--- config.mk ---
export PLATFORM = sky130hd
export DESIGN_NAME = easter_holiday_detector
export DESIGN_NICKNAME = d
export VERILOG_FILES = /design/src/rtl/ehd_pkg.sv /design/src/rtl/easter_holiday_detector.sv
export SDC_FILE = /design/constraint.sdc
export NUM_CORES = 1
export LEC_CHECK = 0
export BUFFER_PORTS_ARGS = -buffer_cell sky130_fd_sc_hd__buf_2
export CORE_MARGIN = 8
export CORE_UTILIZATION = 40
export DETAILED_ROUTE_END_ITERATION = 8
export PLACE_DENSITY = 0.61
export SLEW_MARGIN = 10
export SYNTH_ARGS = -nofsm -noshare
export SYNTH_HDL_FRONTEND = slang
export SYNTH_SLANG_ARGS = --single-unit
--- constraint.sdc ---
create_clock -name i_clk -period 12.9 [get_ports i_clk]
set_clock_uncertainty 0.05 [all_clocks]
set_input_delay 0 -clock i_clk [delete_from_list [all_inputs] [get_ports i_clk]]
set_output_delay 0 -clock i_clk [all_outputs]
set_load 0.02 [all_outputs]
--- src/rtl/ehd_pkg.sv ---
// Shared constants for the Easter holiday detector: field widths, holiday
// tables, reciprocal constants for the divisions by constants, and the query type.
// No dependencies.
`timescale 1ns / 1ps

package ehd_pkg;

    // Field widths.
    localparam int YEAR_W  = 12;
    localparam int MONTH_W = 4;
    localparam int DAY_W   = 5;
    localparam int IDX_W   = 5;
    localparam int EMON_W  = 3;
    localparam int NUM_HOL = 17;

    // Number of register stages, the output register included.
    localparam int NUM_STG = 9;

    localparam logic [NUM_HOL-1:0] ENABLE_RESET = 17'd101373;

    // Reciprocals. Each is exact for the full range of its operand.
    localparam logic [12:0] RECIP_100 = 13'd5243;   // y / 100 = (y * R) >> 19
    localparam logic [11:0] RECIP_19  = 12'd3450;   // y / 19  = (y * R) >> 16
    localparam logic [12:0] RECIP_7Y  = 13'd4682;   // y / 7   = (y * R) >> 15
    localparam logic [10:0] RECIP_3   = 11'd43;     // c / 3   = (c * R) >> 7
    localparam logic [9:0]  RECIP_30  = 10'd547;    // x / 30  = (x * R) >> 14
    localparam logic [8:0]  RECIP_7S  = 9'd293;     // s / 7   = (s * R) >> 11

    // Month codes used by the query decoder.
    localparam logic [MONTH_W-1:0] MON_MAR = 4'd3;
    localparam logic [MONTH_W-1:0] MON_APR = 4'd4;
    localparam logic [MONTH_W-1:0] MON_MAY = 4'd5;
    localparam logic [MONTH_W-1:0] MON_JUN = 4'd6;

    // Easter month codes.
    localparam logic [EMON_W-1:0] EASTER_MAR = 3'd3;
    localparam logic [EMON_W-1:0] EASTER_APR = 3'd4;

    // Fixed holidays: index, month, day.
    localparam logic [IDX_W-1:0] FIX_IDX [0:7] = '{
        5'd0, 5'd1, 5'd2, 5'd11, 5'd12, 5'd13, 5'd15, 5'd16
    };
    localparam logic [MONTH_W-1:0] FIX_MONTH [0:7] = '{
        4'd1, 4'd1, 4'd5, 4'd10, 4'd8, 4'd11, 4'd12, 4'd12
    };
    localparam logic [DAY_W-1:0] FIX_DAY [0:7] = '{
        5'd1, 5'd6, 5'd1, 5'd3, 5'd15, 5'd1, 5'd25, 5'd26
    };

    // Movable holidays: index, offset from Good Friday.
    localparam logic [IDX_W-1:0] MOV_IDX [0:6] = '{
        5'd4, 5'd5, 5'd6, 5'd7, 5'd8, 5'd9, 5'd10
    };
    localparam logic [6:0] MOV_OFF [0:6] = '{
        7'd0, 7'd2, 7'd3, 7'd41, 7'd51, 7'd52, 7'd62
    };

    // Query features that travel beside the Easter computation.
    typedef struct packed {
        logic [NUM_HOL-1:0] fix_hit;   // fixed holidays matched by month and day
        logic [6:0]         mday;      // day counted from the end of February
        logic               mday_ok;   // query is a real date from March to June
    } t_qry;

endpackage

--- src/rtl/easter_holiday_detector.sv ---
// Top level of the Easter holiday detector: a nine-stage pipeline that computes
// Easter Sunday per year and matches the queried date against the holidays.
// Depends on ehd_pkg.
`timescale 1ns / 1ps

// Channel   Direction  Handshake             Payload
// query     in         i_valid / o_ready     i_year, i_month, i_day
// result    out        o_valid / i_ready     o_is_holiday, o_holiday_index,
//                                            o_easter_month, o_easter_day
// config    in         i_cfg_we              i_cfg_wdata (holiday enable mask)
//
// One request enters per cycle unless a stalled output has backed the pipeline up.
// Each request passes through nine register stages, the output register included.
// Each stage holds its own valid bit and loads whenever it is empty or its
// successor loads, so a stalled output fills bubbles and loses nothing.
// Synchronous active-low reset clears the valid bits and restores the mask.

module easter_holiday_detector (
    input  logic                          i_clk,
    input  logic                          i_rst_n,
    input  logic                          i_valid,
    output logic                          o_ready,
    input  logic [ehd_pkg::YEAR_W-1:0]    i_year,
    input  logic [ehd_pkg::MONTH_W-1:0]   i_month,
    input  logic [ehd_pkg::DAY_W-1:0]     i_day,
    output logic                          o_valid,
    input  logic                          i_ready,
    output logic                          o_is_holiday,
    output logic [ehd_pkg::IDX_W-1:0]     o_holiday_index,
    output logic [ehd_pkg::EMON_W-1:0]    o_easter_month,
    output logic [ehd_pkg::DAY_W-1:0]     o_easter_day,
    input  logic                          i_cfg_we,
    input  logic [ehd_pkg::NUM_HOL-1:0]   i_cfg_wdata
);

    // Stage control.
    logic [ehd_pkg::NUM_STG-1:0] r_v;
    logic [ehd_pkg::NUM_STG-1:0] ld;
    logic [ehd_pkg::NUM_HOL-1:0] r_holiday_enable;

    // Query features, one register set per stage up to the matcher.
    ehd_pkg::t_qry n_qry;
    ehd_pkg::t_qry r_qry [0:ehd_pkg::NUM_STG-2];

    // Stage 1.
    logic [ehd_pkg::YEAR_W-1:0] r_s1_year;
    logic [24:0] r_s1_p100;
    logic [23:0] r_s1_p19;
    logic [24:0] r_s1_p7;
    // Stage 2.
    logic [5:0]  n_s2_n;
    logic [4:0]  n_s2_r19;
    logic [2:0]  n_s2_r7;
    logic [10:0] n_s2_p300;
    logic [5:0]  r_s2_n;
    logic [4:0]  r_s2_r19;
    logic [2:0]  r_s2_r7;
    logic [1:0]  r_s2_ylo;
    logic [10:0] r_s2_p300;
    // Stage 3.
    logic [5:0]  n_s3_m;
    logic [8:0]  n_s3_araw;
    logic [5:0]  r_s3_m;
    logic [8:0]  r_s3_araw;
    logic [5:0]  r_s3_n;
    logic [2:0]  r_s3_r7;
    logic [1:0]  r_s3_ylo;
    // Stage 4.
    logic [17:0] r_s4_p30a;
    logic [8:0]  r_s4_t11;
    logic [8:0]  r_s4_araw;
    logic [5:0]  r_s4_n;
    logic [2:0]  r_s4_r7;
    logic [1:0]  r_s4_ylo;
    // Stage 5.
    logic [4:0]  n_s5_a;
    logic [4:0]  r_s5_a;
    logic [18:0] r_s5_p30m;
    logic [8:0]  r_s5_t11;
    logic [5:0]  r_s5_n;
    logic [2:0]  r_s5_r7;
    logic [1:0]  r_s5_ylo;
    // Stage 6.
    logic        n_s6_cond;
    logic [7:0]  n_s6_esum;
    logic        r_s6_cond;
    logic [7:0]  r_s6_esum;
    logic [4:0]  r_s6_a;
    // Stage 7.
    logic [16:0] r_s7_pe;
    logic [7:0]  r_s7_esum;
    logic [4:0]  r_s7_a;
    logic        r_s7_cond;
    // Stage 8.
    logic [ehd_pkg::EMON_W-1:0] n_s8_em;
    logic [ehd_pkg::DAY_W-1:0]  n_s8_ed;
    logic [6:0]                 n_s8_base;
    logic [ehd_pkg::EMON_W-1:0] r_s8_em;
    logic [ehd_pkg::DAY_W-1:0]  r_s8_ed;
    logic [6:0]                 r_s8_base;
    // Output stage.
    logic                        n_o_is;
    logic [ehd_pkg::IDX_W-1:0]   n_o_idx;
    logic                        r_o_is;
    logic [ehd_pkg::IDX_W-1:0]   r_o_idx;
    logic [ehd_pkg::EMON_W-1:0]  r_o_em;
    logic [ehd_pkg::DAY_W-1:0]   r_o_ed;

    // A stage loads when it is empty or its successor loads.
    always_comb begin
        ld[ehd_pkg::NUM_STG-1] = !r_v[ehd_pkg::NUM_STG-1] || i_ready;
        for (int k = ehd_pkg::NUM_STG - 2; k >= 0; k--) begin
            ld[k] = !r_v[k] || ld[k+1];
        end
    end

    assign o_ready = ld[0];
    assign o_valid = r_v[ehd_pkg::NUM_STG-1];

    always_ff @(posedge i_clk) begin
        if (!i_rst_n) begin
            r_v <= '0;
        end else begin
            if (ld[0]) begin
                r_v[0] <= i_valid;
            end
            for (int k = 1; k < ehd_pkg::NUM_STG; k++) begin
                if (ld[k]) begin
                    r_v[k] <= r_v[k-1];
                end
            end
        end
    end

    // Holiday enable register.
    always_ff @(posedge i_clk) begin
        if (!i_rst_n) begin
            r_holiday_enable <= ehd_pkg::ENABLE_RESET;
        end else if (i_cfg_we) begin
            r_holiday_enable <= i_cfg_wdata;
        end
    end

    // Query decode: fixed holiday hits and the day counted from March 1.
    always_comb begin
        logic [6:0]                 mon_off;
        logic [ehd_pkg::DAY_W-1:0]  mon_len;
        logic                       in_range;
        mon_off  = 7'd0;
        mon_len  = 5'd0;
        in_range = 1'b1;
        n_qry    = '0;
        for (int k = 0; k < 8; k++) begin
            if (i_month == ehd_pkg::FIX_MONTH[k] && i_day == ehd_pkg::FIX_DAY[k]) begin
                n_qry.fix_hit[ehd_pkg::FIX_IDX[k]] = 1'b1;
            end
        end
        case (i_month)
            ehd_pkg::MON_MAR: begin
                mon_off = 7'd0;
                mon_len = 5'd31;
            end
            ehd_pkg::MON_APR: begin
                mon_off = 7'd31;
                mon_len = 5'd30;
            end
            ehd_pkg::MON_MAY: begin
                mon_off = 7'd61;
                mon_len = 5'd31;
            end
            ehd_pkg::MON_JUN: begin
                mon_off = 7'd92;
                mon_len = 5'd30;
            end
            default: begin
                in_range = 1'b0;
            end
        endcase
        n_qry.mday    = 7'(mon_off + 7'(i_day));
        n_qry.mday_ok = in_range && (i_day != 5'd0) && (i_day <= mon_len);
    end

    // Query features travel down the pipeline beside the Easter math.
    always_ff @(posedge i_clk) begin
        if (ld[0]) begin
            r_qry[0] <= n_qry;
        end
        for (int k = 1; k < ehd_pkg::NUM_STG - 1; k++) begin
            if (ld[k]) begin
                r_qry[k] <= r_qry[k-1];
            end
        end
    end

    // Stage 1: reciprocal products of the year.
    always_ff @(posedge i_clk) begin
        if (ld[0]) begin
            r_s1_year <= i_year;
            r_s1_p100 <= 25'(i_year) * 25'(ehd_pkg::RECIP_100);
            r_s1_p19  <= 24'(i_year) * 24'(ehd_pkg::RECIP_19);
            r_s1_p7   <= 25'(i_year) * 25'(ehd_pkg::RECIP_7Y);
        end
    end

    // Stage 2: centuries, year mod 19, year mod 7, the century sum n, and the product for q100 / 3.
    always_comb begin
        logic [5:0]  q100;
        logic [7:0]  q19;
        logic [9:0]  q7;
        q100      = r_s1_p100[24:19];
        q19       = r_s1_p19[23:16];
        q7        = r_s1_p7[24:15];
        n_s2_r19  = 5'(r_s1_year - 12'(q19) * 12'd19);
        n_s2_r7   = 3'(r_s1_year - 12'(q7) * 12'd7);
        n_s2_n    = 6'(q100 - {2'b00, q100[5:2]} + 6'd4);
        n_s2_p300 = 11'(q100) * ehd_pkg::RECIP_3;
    end

    always_ff @(posedge i_clk) begin
        if (ld[1]) begin
            r_s2_n    <= n_s2_n;
            r_s2_r19  <= n_s2_r19;
            r_s2_r7   <= n_s2_r7;
            r_s2_ylo  <= r_s1_year[1:0];
            r_s2_p300 <= n_s2_p300;
        end
    end

    // Stage 3: lunar correction m and the raw epact sum.
    always_comb begin
        logic [3:0] q300;
        q300      = r_s2_p300[10:7];
        n_s3_m    = 6'(r_s2_n - 6'(q300) + 6'd11);
        n_s3_araw = 9'(9'(r_s2_r19) * 9'd19 + 9'(n_s3_m));
    end

    always_ff @(posedge i_clk) begin
        if (ld[2]) begin
            r_s3_m    <= n_s3_m;
            r_s3_araw <= n_s3_araw;
            r_s3_n    <= r_s2_n;
            r_s3_r7   <= r_s2_r7;
            r_s3_ylo  <= r_s2_ylo;
        end
    end

    // Stage 4: reciprocal product for the epact, and 11 * (m + 1).
    always_ff @(posedge i_clk) begin
        if (ld[3]) begin
            r_s4_p30a <= 18'(r_s3_araw) * 18'(ehd_pkg::RECIP_30);
            r_s4_t11  <= 9'((9'(r_s3_m) + 9'd1) * 9'd11);
            r_s4_araw <= r_s3_araw;
            r_s4_n    <= r_s3_n;
            r_s4_r7   <= r_s3_r7;
            r_s4_ylo  <= r_s3_ylo;
        end
    end

    // Stage 5: epact a, and the reciprocal product for the April 25 test.
    always_comb begin
        logic [3:0] q30;
        q30    = r_s4_p30a[17:14];
        n_s5_a = 5'(r_s4_araw - 9'(q30) * 9'd30);
    end

    always_ff @(posedge i_clk) begin
        if (ld[4]) begin
            r_s5_a    <= n_s5_a;
            r_s5_p30m <= 19'(r_s4_t11) * 19'(ehd_pkg::RECIP_30);
            r_s5_t11  <= r_s4_t11;
            r_s5_n    <= r_s4_n;
            r_s5_r7   <= r_s4_r7;
            r_s5_ylo  <= r_s4_ylo;
        end
    end

    // Stage 6: April 25 condition and the weekday sum.
    always_comb begin
        logic [4:0] qm;
        logic [8:0] rem;
        qm        = r_s5_p30m[18:14];
        rem       = 9'(r_s5_t11 - 9'(qm) * 9'd30);
        n_s6_cond = rem < 9'd19;
        n_s6_esum = 8'(8'({r_s5_ylo, 1'b0}) + 8'({r_s5_r7, 2'b00})
                       + 8'(r_s5_a) * 8'd6 + 8'(r_s5_n));
    end

    always_ff @(posedge i_clk) begin
        if (ld[5]) begin
            r_s6_cond <= n_s6_cond;
            r_s6_esum <= n_s6_esum;
            r_s6_a    <= r_s5_a;
        end
    end

    // Stage 7: reciprocal product for the weekday remainder.
    always_ff @(posedge i_clk) begin
        if (ld[6]) begin
            r_s7_pe   <= 17'(r_s6_esum) * 17'(ehd_pkg::RECIP_7S);
            r_s7_esum <= r_s6_esum;
            r_s7_a    <= r_s6_a;
            r_s7_cond <= r_s6_cond;
        end
    end

    // Stage 8: Easter date with its two April exceptions, and Good Friday
    // counted from March 1.
    always_comb begin
        logic [5:0] qe;
        logic [2:0] e;
        logic [5:0] s;
        logic [4:0] bb;
        logic [5:0] mday;
        qe = r_s7_pe[16:11];
        e  = 3'(r_s7_esum - 8'(qe) * 8'd7);
        s  = 6'(e) + 6'(r_s7_a);
        bb = 5'(s - 6'd9);
        if (s < 6'd10) begin
            n_s8_em = ehd_pkg::EASTER_MAR;
            n_s8_ed = 5'(s + 6'd22);
            mday    = 6'(n_s8_ed);
        end else begin
            if (bb == 5'd26 || (r_s7_a == 5'd28 && bb == 5'd25 && r_s7_cond)) begin
                bb = 5'(bb - 5'd7);
            end
            n_s8_em = ehd_pkg::EASTER_APR;
            n_s8_ed = bb;
            mday    = 6'(6'(bb) + 6'd31);
        end
        n_s8_base = 7'(7'(mday) - 7'd2);
    end

    always_ff @(posedge i_clk) begin
        if (ld[7]) begin
            r_s8_em   <= n_s8_em;
            r_s8_ed   <= n_s8_ed;
            r_s8_base <= n_s8_base;
        end
    end

    // Stage 9: movable matches, enable mask, lowest enabled index.
    always_comb begin
        logic [ehd_pkg::NUM_HOL-1:0] hits;
        logic [ehd_pkg::NUM_HOL-1:0] en_hits;
        logic [ehd_pkg::NUM_HOL-1:0] lowest;
        ehd_pkg::t_qry               q;
        q    = r_qry[ehd_pkg::NUM_STG-2];
        hits = q.fix_hit;
        for (int k = 0; k < 7; k++) begin
            if (q.mday_ok && q.mday == 7'(r_s8_base + ehd_pkg::MOV_OFF[k])) begin
                hits[ehd_pkg::MOV_IDX[k]] = 1'b1;
            end
        end
        en_hits = hits & r_holiday_enable;
        lowest  = en_hits & (~en_hits + 17'd1);
        n_o_is  = |en_hits;
        n_o_idx = '0;
        for (int i = 0; i < ehd_pkg::NUM_HOL; i++) begin
            n_o_idx = n_o_idx | (lowest[i] ? ehd_pkg::IDX_W'(i) : '0);
        end
    end

    always_ff @(posedge i_clk) begin
        if (ld[8]) begin
            r_o_is  <= n_o_is;
            r_o_idx <= n_o_idx;
            r_o_em  <= r_s8_em;
            r_o_ed  <= r_s8_ed;
        end
    end

    assign o_is_holiday    = r_o_is;
    assign o_holiday_index = r_o_idx;
    assign o_easter_month  = r_o_em;
    assign o_easter_day    = r_o_ed;

endmodule

==> impl_results.md <==
* Status: complete, no violations
* Worst slew margin at 24.30%
* Final Setup Violations at 0
* Seq/Total Area, Yosys at 40.41%
* RR Startpoint: r_s7_pe[11]
* Mapped Cells at 1932
* Die W at 260.2 microns
* CP max FO at 13
* Yosys top cell area share at 38.40%
* Worst EP arrival at 5380 ps
* CTS tree: built
* Post-layout min period at 5140 ps
* Overflow after GRT at 0
* Die Ht at 260.2 microns
* RSZ-0062 raised after global routing: no
* Hold crit path type: input port to flip-flop
* Syn. warnings at 0
* Clock Root Buffer: clkbuf_16
* Synth async-reset ratio at 0%
* Clk sinks at 329
* Vias in the first global route at 15010
* Share of post-route cells with drive strength above 1 at 6.383%
* Cell variety after synth at 76
* Boundary pin count at 59
* Syn Nets at 2551
* CP Class: input port to flip-flop
* Slew Limit Fails at 0
* Synth top cells by count: ha_1 (406), inv_1 (406), edfxtp_1 (305)
* Area grow syn2layout at 12.96%
* Tot GR Track Use at 12.42%
* Skew-Pair Late Insertion Delay at 540 ps
* Crit-path max cell delay at 690 ps
* Largest net degree at the start of global routing at 47
* Yosys reg bits at 329
* TNS Setup at 0 ps
* Vias at 13780
* DPL Wire Length at 31950 microns
* Post-CTS Setup Inserts at 0
* TritonCTS Buffers at 36
* Max-cap violations at 0
* Area contributors post-synth: edfxtp_1 (38%), ha_1 (21%), fa_1 (14%)
* Starting Density at 40.42%
* DR WL/cell at 13.96 microns
* CTS H-tree depth at 2
* Number of synthesized flops with an enable pin at 305
* Post-Route WL at 40330 microns
* Number of failing hold endpoints at the final stage at 0
* Starting DRT DRC Count at 430
* Crit start category: input port
* Final ANT Viol Nets at 0
* CP endpoint: r_s1_p100[24]
* GP Congestion at 0.8452
* Post-synthesis average cell area at 12.35 sq um
* CP cell instances: dlygate4sd3_1 > buf_2 > fa_1 > fa_1 > ha_1 > inv_1 > fa_1 > inv_1 > fa_1 > ha_1 > o21a_1 > o2111ai_1 > o21ai_0 > o2111ai_1 > a31oi_1 > a211o_1 > a21oi_1 > xnor2_1
* R2r endpoint: r_s8_base[4]
* Top FF cell, synth: edfxtp_1
* Area leader, netlist: edfxtp_1
* Worst-margin pin slew at 1134 ps
* Post-cts sizing count at 0
* Fmax at 194.6 MHz
* I/O Buffers at 56
* Core Box Area at 0.05902 sq mm
* CP endpoint kind: flip-flop
* Clk buf depth at 3
* Flop2flop setup slack at 7930 ps
* Synth Cell Area at 0.02385 sq mm
* Worst reg2reg path depth at 15
* Vias/cell at 4.770
* CP Buf/Inv Count at 4
* Family with the most delay on the worst path: adder cells
* CP required at 13140 ps
* Drt pass-1 iters at 4
* Site Rows at 89
* DRC viols at 0
* Final period utilization at 39.84%
* First-pass GRT wire length at 70170 microns
* Die Area at 0.06770 sq mm
* Most used cell, CP: fa_1
* Instance count on the critical path at 18
* Worst-path clk slew at 50 ps
* Crit path from: i_year[3]
* Antenna violations before repair at 0
* Slowest CP cell: fa_1
* Fin nets at 2707
-- flip-flops by register name (all words and copies together) (netlist names), 6 cells and up --
| signal | count |
|---|---|
| r_qry | 128 |
| r_holiday_enable | 15 |
| r_s3_araw | 9 |
| r_s4_t11 | 9 |
| r_v | 9 |
| r_s5_t11 | 8 |
| r_s6_esum | 8 |
| r_s8_base | 7 |
| r_s1_p100 | 6 |
| r_s2_n | 6 |
| r_s3_m | 6 |
| r_s3_n | 6 |
| r_s4_n | 6 |
| r_s5_n | 6 |
| r_s5_p30m | 6 |
-- stage by stage --
| step | instances | worst slack [ps] | hold WS (ps) | utilization, % | area, sq um |
|---|---|---|---|---|---|
| floorplan | 1932 | 8309 | 48.87 | - | 23850 |
| CTS | 2888 | 7727 | 126.9 | 45.65 | 26940 |
| global route | 2888 | 7463 | 170.8 | 45.65 | 26940 |
| detailed placement | 2752 | 7402 | 168.7 | 42.50 | 25080 |
| global placement | 2752 | 7406 | 167.1 | 42.50 | 25080 |
| finish | 2889 | 7760 | 159.6 | 45.65 | 26940 |
-- timing repair --
item | in CTS | in global routing
endpoints found under the hold margin | 43 | 0
hold buffers | 71 | 0
endpoints found under the setup margin | 0 | 0
-- worst min path at each step --
| stage | from | endpoint | slack, ps | cells after the start |
|---|---|---|---|---|
| detailed placement | i_cfg_wdata[4] | r_holiday_enable[4] | 170 | 3 |
| global route | i_year[11] | r_s1_p100[24] | 170 | 3 |
| CTS | i_year[11] | r_s1_p100[24] | 130 | 3 |
| global placement | i_cfg_wdata[6] | r_holiday_enable[6] | 170 | 3 |
| finish | i_year[11] | r_s1_p100[24] | 160 | 3 |
| floorplan | i_year[0] | r_s1_year[0] | 50 | 0 |
-- cell families after synthesis --
family | count (synthesis) | synth area share [%]
compound gates | 207 | 5.786
xor+xnor | 152 | 5.707
fa+ha+maj | 576 | 35.56
buf+inv | 421 | 6.656
flops | 329 | 40.41
mux | 19 | 0.7973
other cells | 1 | 0.01572
simple gates | 227 | 5.062
-- area by class of cell --
cell class	count	area (sq um)
Fill cell	5316	32070
Multi-Input combinational cell	1182	12630
Sequential cell	329	9639
Inverter	408	1531
Timing Repair Buffer	131	1021
Tap cell	773	967.2
Clock buffer	41	919.6
Clock inverter	24	230.2
Antenna cell	1	2.502
-- per-layer routing --
layer  vias to the layer above  routed length (microns)  track usage [%]
met3                        69                     1231            1.929
met1                      6670                    17330            14.76
li1                       6867                        -                -
met5                         -                        0                0
met2                       174                    20860            22.74
met4                         0                      908            4.017
-- cells in the final DEF (no fill, tap or decap), types with 5 or more instances in the layout --
master / n
clkinv_2: 7
nor3_1: 18
nand2b_1: 17
nand3_1: 26
clkinv_1: 8
clkbuf_1: 5
ha_1: 406
nor2b_1: 14
nor2_1: 37
fa_1: 170
xnor2_1: 102
and3_1: 11
o31ai_1: 6
nor4_1: 5
a21oi_1: 62
dfxtp_1: 24
inv_1: 406
a21o_1: 25
buf_2: 56
nand2_1: 52
o21bai_1: 15
xor2_1: 47
mux2i_1: 19
nand4_1: 8
and2_1: 5
o21a_1: 12
a31oi_1: 8
o211ai_1: 6
clkbuf_16: 36
or3_1: 6
dlygate4sd3_1: 71
edfxtp_1: 305
o21ai_0: 27
a211oi_1: 8
-- worst min-delay path, stage by stage --
cell	delay, ps
buf_2	270
fa_1	250
xnor2_1	110
Power is not shown: default switching activity piles up to over one toggle a cycle in this logic, so the estimate is an artifact.
